==> src/rtl/cvg_pkg.sv <==
// package: shared constants and tables for the circle vertex generator
package cvg_pkg;

  localparam int PHASE_BITS = 16;
  localparam int ANG_W      = 34;
  localparam int XY_W       = 34;
  localparam int MAX_STEPS  = 24;
  localparam logic signed [XY_W-1:0] CORDIC_GAIN = 34'sd652032874;

  // atan(2^-i) in units of 2^-32 turn
  function automatic logic signed [ANG_W-1:0] atan_lut(input int i);
    logic signed [ANG_W-1:0] v;
    v = '0;
    case (i)
      0:  v = 34'sd536870912;
      1:  v = 34'sd316933406;
      2:  v = 34'sd167458907;
      3:  v = 34'sd85004756;
      4:  v = 34'sd42667331;
      5:  v = 34'sd21354465;
      6:  v = 34'sd10679838;
      7:  v = 34'sd5340245;
      8:  v = 34'sd2670163;
      9:  v = 34'sd1335087;
      10: v = 34'sd667544;
      11: v = 34'sd333772;
      12: v = 34'sd166886;
      13: v = 34'sd83443;
      14: v = 34'sd41722;
      15: v = 34'sd20861;
      16: v = 34'sd10430;
      17: v = 34'sd5215;
      18: v = 34'sd2608;
      19: v = 34'sd1304;
      20: v = 34'sd652;
      21: v = 34'sd326;
      22: v = 34'sd163;
      23: v = 34'sd81;
      default: v = '0;
    endcase
    return v;
  endfunction

endpackage

==> src/rtl/cvg_div.sv <==
// module: pipelined restoring divider, one quotient bit per stage
module cvg_div import cvg_pkg::*; #(
  parameter int INDEX_WIDTH = 10,
  parameter int SIDE_W      = 8
) (
  input  logic                   clk,
  input  logic                   rst_n,
  input  logic                   en,
  input  logic                   in_valid,
  input  logic [INDEX_WIDTH-1:0] in_num,
  input  logic [INDEX_WIDTH:0]   in_den,
  input  logic [SIDE_W-1:0]      in_side,
  output logic                   out_valid,
  output logic [PHASE_BITS-1:0]  out_quo,
  output logic [SIDE_W-1:0]      out_side
);

  localparam int DW = INDEX_WIDTH + 1;
  localparam int NW = INDEX_WIDTH + PHASE_BITS;
  localparam int NS = NW;

  logic                v_r    [NS+1];
  logic [DW:0]         rem_r  [NS+1];
  logic [NW-1:0]       num_r  [NS+1];
  logic [DW-1:0]       den_r  [NS+1];
  logic [SIDE_W-1:0]   side_r [NS+1];

  assign v_r[0]    = in_valid;
  assign rem_r[0]  = '0;
  assign num_r[0]  = {in_num, {PHASE_BITS{1'b0}}};
  assign den_r[0]  = in_den;
  assign side_r[0] = in_side;

  // each stage shifts in one numerator bit and tries one subtraction
  for (genvar s = 0; s < NS; s++) begin : g_st
    logic [DW:0] trial;
    logic [DW:0] rem_nxt;
    logic [NW-1:0] num_nxt;
    always_comb begin
      trial   = {rem_r[s][DW-1:0], num_r[s][NW-1]};
      num_nxt = {num_r[s][NW-2:0], 1'b0};
      rem_nxt = trial;
      if (trial >= {1'b0, den_r[s]}) begin
        rem_nxt    = trial - {1'b0, den_r[s]};
        num_nxt[0] = 1'b1;
      end
    end
    always_ff @(posedge clk) begin
      if (!rst_n) begin
        v_r[s+1] <= 1'b0;
      end else if (en) begin
        v_r[s+1] <= v_r[s];
      end
    end
    always_ff @(posedge clk) begin
      if (en) begin
        rem_r[s+1]  <= rem_nxt;
        num_r[s+1]  <= num_nxt;
        den_r[s+1]  <= den_r[s];
        side_r[s+1] <= side_r[s];
      end
    end
  end

  assign out_valid = v_r[NS];
  assign out_quo   = num_r[NS][PHASE_BITS-1:0];
  assign out_side  = side_r[NS];

endmodule

==> config.mk <==
export PLATFORM = sky130hd
export DESIGN_NAME = cvg_div
export DESIGN_NICKNAME = d
export VERILOG_FILES = /design/src/rtl/cvg_pkg.sv /design/src/rtl/cvg_div.sv
export SDC_FILE = /design/constraint.sdc
export NUM_CORES = 1
export LEC_CHECK = 0
export BUFFER_PORTS_ARGS = -buffer_cell sky130_fd_sc_hd__clkbuf_2
export CAP_MARGIN = 25
export CORE_UTILIZATION = 45
export DETAILED_ROUTE_END_ITERATION = 6
export HOLD_SLACK_MARGIN = 0.1
export PLACE_DENSITY = 0.57
export REMOVE_ABC_BUFFERS = 1
export SYNTH_ARGS = -nofsm -noshare
export SYNTH_HDL_FRONTEND = slang
export SYNTH_SLANG_ARGS = --single-unit
==> constraint.sdc <==
create_clock -name clk -period 6.1 [get_ports clk]
set_input_delay 1.22 -clock clk [delete_from_list [all_inputs] [get_ports clk]]
set_output_delay 1.22 -clock clk [all_outputs]
set_load 0.01 [all_outputs]
==> out/summary.txt <==
STA
----------------------------------------------------------------------------------------
Remaining max-slew budget at the tightest pin                                     39.68%
Worst Tran Pin Value                                                           0.9048 ns
Max Clock Freq                                                                 312.7 MHz
Setup repair after global routing missed its margin                                false
Final-layout setup total negative slack                                             0 ns
Final count of hold timing violations                                                  0
Fin crit share                                                                    52.43%
Final setup fails                                                                      0
Worst slack on hold paths                                                      0.3926 ns
Max-slew violations                                                                    0
Crit path time final                                                            3.198 ns
Fin Clk Skew                                                                  0.03224 ns

GLOBAL ROUTE
----------------------------------------------------------------------------------------
Global router's overall resource usage                                            16.41%
Vias in the first global route                                                    26.21k
Pin count of the biggest net entering global routing                                 147
Initial antenna violation count                                                        1
Wire length of the first global-routing pass                                   135900 um
Sum of overflow across all layers after global routing                                 0

LAYOUT
----------------------------------------------------------------------------------------
Layout cell share with drive strength beyond 1                                    12.56%
Final net count                                                                     3809
Fill cell total of the finished layout                                              8429
P&R area growth vs syn                                                            11.80%
Final cell utilization of the core                                                50.85%
Antenna diode instance count                                                           0

SETUP PATH
----------------------------------------------------------------------------------------
Crit path kind                                                                reg -> reg
Maximum fanout along the worst path                                                    6
Slowest cell on the critical path                                           sky130_fd_sc_hd__a31oi_1
Cell count along the critical path                                                     9
Highest cell delay on the worst timing path                                      0.58 ns
Data arrival time of the worst path                                              3.61 ns
CP required                                                                      6.51 ns
Count of buffering cells on the critical path with inverters included                  1
Critical Path Sink Type                                                         register
Launch point of the worst reg-to-reg path                                     den_r[187]
Sequence of cells on the critical path                                      ha_1, fa_1, a21boi_0, o21ai_0, a21oi_1, or2_1, a31oi_1, buf_4, mux2_2
Top Family by Delay on Critical Path                                        compound AO/OA/AOI/OAI gates
Worst setup path startpoint                                                   den_r[187]
Startpoint type of the worst setup path                                         register
Number of cells on the worst reg-to-reg path                                           9

CLOCK TREE
----------------------------------------------------------------------------------------
Clock tree from TritonCTS                                                            yes
Cell at the root of the clock tree                                          sky130_fd_sc_hd__clkbuf_16
Post-cts sizing count                                                                  0
Clock Sink Count                                                                     965
Number of buffers created by CTS                                                     105
Maximum clock path buffer count                                                        3
CTS HTree Levels                                                                       3
Buffers inserted by post-CTS timing repair                                             0
Worst-Skew Late Latency                                                          0.69 ns
Number of hold buffers added after cts                                                 0
Clock-pin slew on the worst setup and hold paths                                 0.06 ns

SYNTH
----------------------------------------------------------------------------------------
Fraction of the yosys area taken by sequential cells                              63.04%
Synthesized netlist cell count                                                      3344
Cell with the most instances after synthesis                                sky130_fd_sc_hd__edfxtp_1
Synth async-reset ratio                                                               0%
Syn Area/Cell                                                                  13.62 um2
Total standard cell area after synthesis                                     0.04555 mm2
Cell taking the most area after synthesis                                   sky130_fd_sc_hd__edfxtp_1
Top flip-flop cell by instance count after synthesis                        sky130_fd_sc_hd__edfxtp_1
Largest cells by area after synthesis                                       sky130_fd_sc_hd__edfxtp_1 62%, sky130_fd_sc_hd__ha_1 7.6%, sky130_fd_sc_hd__mux2_2 4.1%, sky130_fd_sc_hd__inv_1 2.8%, sky130_fd_sc_hd__xnor2_1 2.3%
Share of the synthesized area in the top cell type                                61.90%
Total of warnings raised by yosys                                                      0
Library cells used by synthesis                                                       58
Flop and latch count out of synthesis                                                965
Most instantiated cells after synthesis                                     939 x sky130_fd_sc_hd__edfxtp_1, 340 x sky130_fd_sc_hd__inv_1, 276 x sky130_fd_sc_hd__ha_1, 202 x sky130_fd_sc_hd__nor2_1, 189 x sky130_fd_sc_hd__a21oi_1
Number of flops mapped to enable cells by yosys                                      939

DRT
----------------------------------------------------------------------------------------
Routed WL per cell                                                              17.11 um
Number of nets with antenna violations after detailed routing                          0
Drt pass-1 iters                                                                       5
Final routed wirelength across all metal layers                                 83270 um
Count of unresolved DRC violations after routing                                       0
Vias/cell                                                                          5.270
Via count                                                                         25.65k
First DRT Iteration DRCs                                                            1484

WORST HOLD PATH
----------------------------------------------------------------------------------------
Hold Path Origin                                                              side_r[96]
Cell count of the worst hold path                                                      0
Class of the worst hold path                                                  reg -> reg

PLACED DESIGN
----------------------------------------------------------------------------------------
Total half-perimeter wirelength after legalization and detailed placement       57960 um
Final weighted congestion in routability-driven placement                         0.8367
Number of input and output port buffers inserted                                      57

FLOORPLAN
----------------------------------------------------------------------------------------
Die Area                                                                      0.1025 mm2
# IOs                                                                                 58
Initial core utilization                                                          45.48%
Core area                                                                     0.1001 mm2
Site Rows                                                                            116
Die height                                                                      320.2 um
Chip Width                                                                      320.2 um

RUN STATUS
----------------------------------------------------------------------------------------
Outcome                                                                     complete, no violations

POWER
----------------------------------------------------------------------------------------
Leakage component of the power                                                  19.54 nW
Power per unit of standard cell area                                        489.9 mW/mm2
Worst ir drop on vdd                                                           0.2287 mV

FLOW RUN
----------------------------------------------------------------------------------------
Number of violations of the max-capacitance limit                                      0

sequential cells by signal (all words and copies together) (netlist names):
register	count
out_quo	16
den_r	275
v_r	25
g_st.num_nxt	156
g_st.trial	284
out_valid	1
out_side	8
side_r	200
cell type report:
cell class / count / area (um2) / area share [%]
flip-flops and latches: 965 / 28720 / 56.39
multi-input cells: 1982 / 15210 / 29.87
clock buffers: 133 / 2815 / 5.528
well taps: 1298 / 1624 / 3.189
inverters: 344 / 1291 / 2.536
clock inverters: 66 / 735.7 / 1.445
repair buffers: 78 / 528.0 / 1.037
placed cells by master, fill, tap and decap left out, types with 20 or more instances in the layout:
master and count:
sky130_fd_sc_hd__edfxtp_1 939, sky130_fd_sc_hd__inv_1 340, sky130_fd_sc_hd__ha_1 276, sky130_fd_sc_hd__nor2_1 202
sky130_fd_sc_hd__a21oi_1 189, sky130_fd_sc_hd__mux2_2 166, sky130_fd_sc_hd__o21ai_0 161, sky130_fd_sc_hd__nand2_1 144
sky130_fd_sc_hd__xnor2_1 121, sky130_fd_sc_hd__clkbuf_16 107, sky130_fd_sc_hd__nor2b_1 58, sky130_fd_sc_hd__clkbuf_2 56
sky130_fd_sc_hd__o21a_1 53, sky130_fd_sc_hd__mux2i_1 44, sky130_fd_sc_hd__nand2b_1 43, sky130_fd_sc_hd__a211oi_1 38
sky130_fd_sc_hd__mux2_4 32, sky130_fd_sc_hd__a31oi_1 31, sky130_fd_sc_hd__a21o_1 31, sky130_fd_sc_hd__o21ai_1 29
sky130_fd_sc_hd__xor2_1 27, sky130_fd_sc_hd__nor3_1 26, sky130_fd_sc_hd__dfxtp_1 26, sky130_fd_sc_hd__nand3_1 25
sky130_fd_sc_hd__fa_1 24, sky130_fd_sc_hd__o211ai_1 23, sky130_fd_sc_hd__a21boi_0 23, sky130_fd_sc_hd__clkbuf_1 22
sky130_fd_sc_hd__o21bai_1 20, sky130_fd_sc_hd__clkinv_1 20
per-layer routing:
metal,routed length [um],track usage (%),share of wire [%],up-vias
li1,-,-,-,12690
met1,37000,20.97,44,12350
met2,41150,28.28,49,445
met3,2891,2.475,3.5,162
met4,2223,5.880,2.7,0
met5,0,0,0,-
power by group:
group / switching (W) / internal, W / total, W
Clock: 0.00261 / 0.00379 / 0.00640
Combinational: 0.00447 / 0.00423 / 0.00871
Sequential: 0.000728 / 0.00911 / 0.00983
through the flow:
stage / total power [W] / instances / cell area (um2) / worst slack [ns]
final: 0.02495 / 4866 / 50930 / 2.902
after global placement: 0.01833 / 4657 / 47300 / 2.740
after global routing: 0.02657 / 4866 / 50930 / 2.723
after CTS: 0.02523 / 4865 / 50920 / 2.868
after floorplan: 0.01646 / 3291 / 45220 / 3.217
after detailed placement: 0.01863 / 4666 / 47370 / 2.913
worst paths after layout:
| kind | to | slack (ns) |
|---|---|---|
| worst max-delay path | g_st[10].trial[10] | 2.90 |
| worst min-delay path | side_r[88] | 0.39 |
| worst max register to register | g_st[10].trial[10] | 2.90 |
| worst min register to register | side_r[88] | 0.39 |
logic make-up (layout without fill, tap and decap cells):
group,count (synthesis),in the layout,share of synthesized area [%]
buffers and inverters,397,621,3.557
AND/OR/NAND/NOR,595,595,6.257
multiplexers,242,242,6.125
adder cells (fa/ha/maj),300,300,8.636
flip-flops,965,965,63.04
AO/OA/AOI/OAI,697,697,9.534
XOR/XNOR,148,148,2.846
worst reg2reg max path: stages, from the launching register on:
cell                       delay (ns)
sky130_fd_sc_hd__edfxtp_1        0.38
sky130_fd_sc_hd__ha_1            0.24
sky130_fd_sc_hd__fa_1            0.42
sky130_fd_sc_hd__a21boi_0        0.15
sky130_fd_sc_hd__o21ai_0         0.24
sky130_fd_sc_hd__a21oi_1         0.09
sky130_fd_sc_hd__or2_1           0.21
sky130_fd_sc_hd__a31oi_1         0.58
sky130_fd_sc_hd__buf_4           0.28
sky130_fd_sc_hd__mux2_2          0.35
No activity file was read; power rests on OpenSTA's default activity.
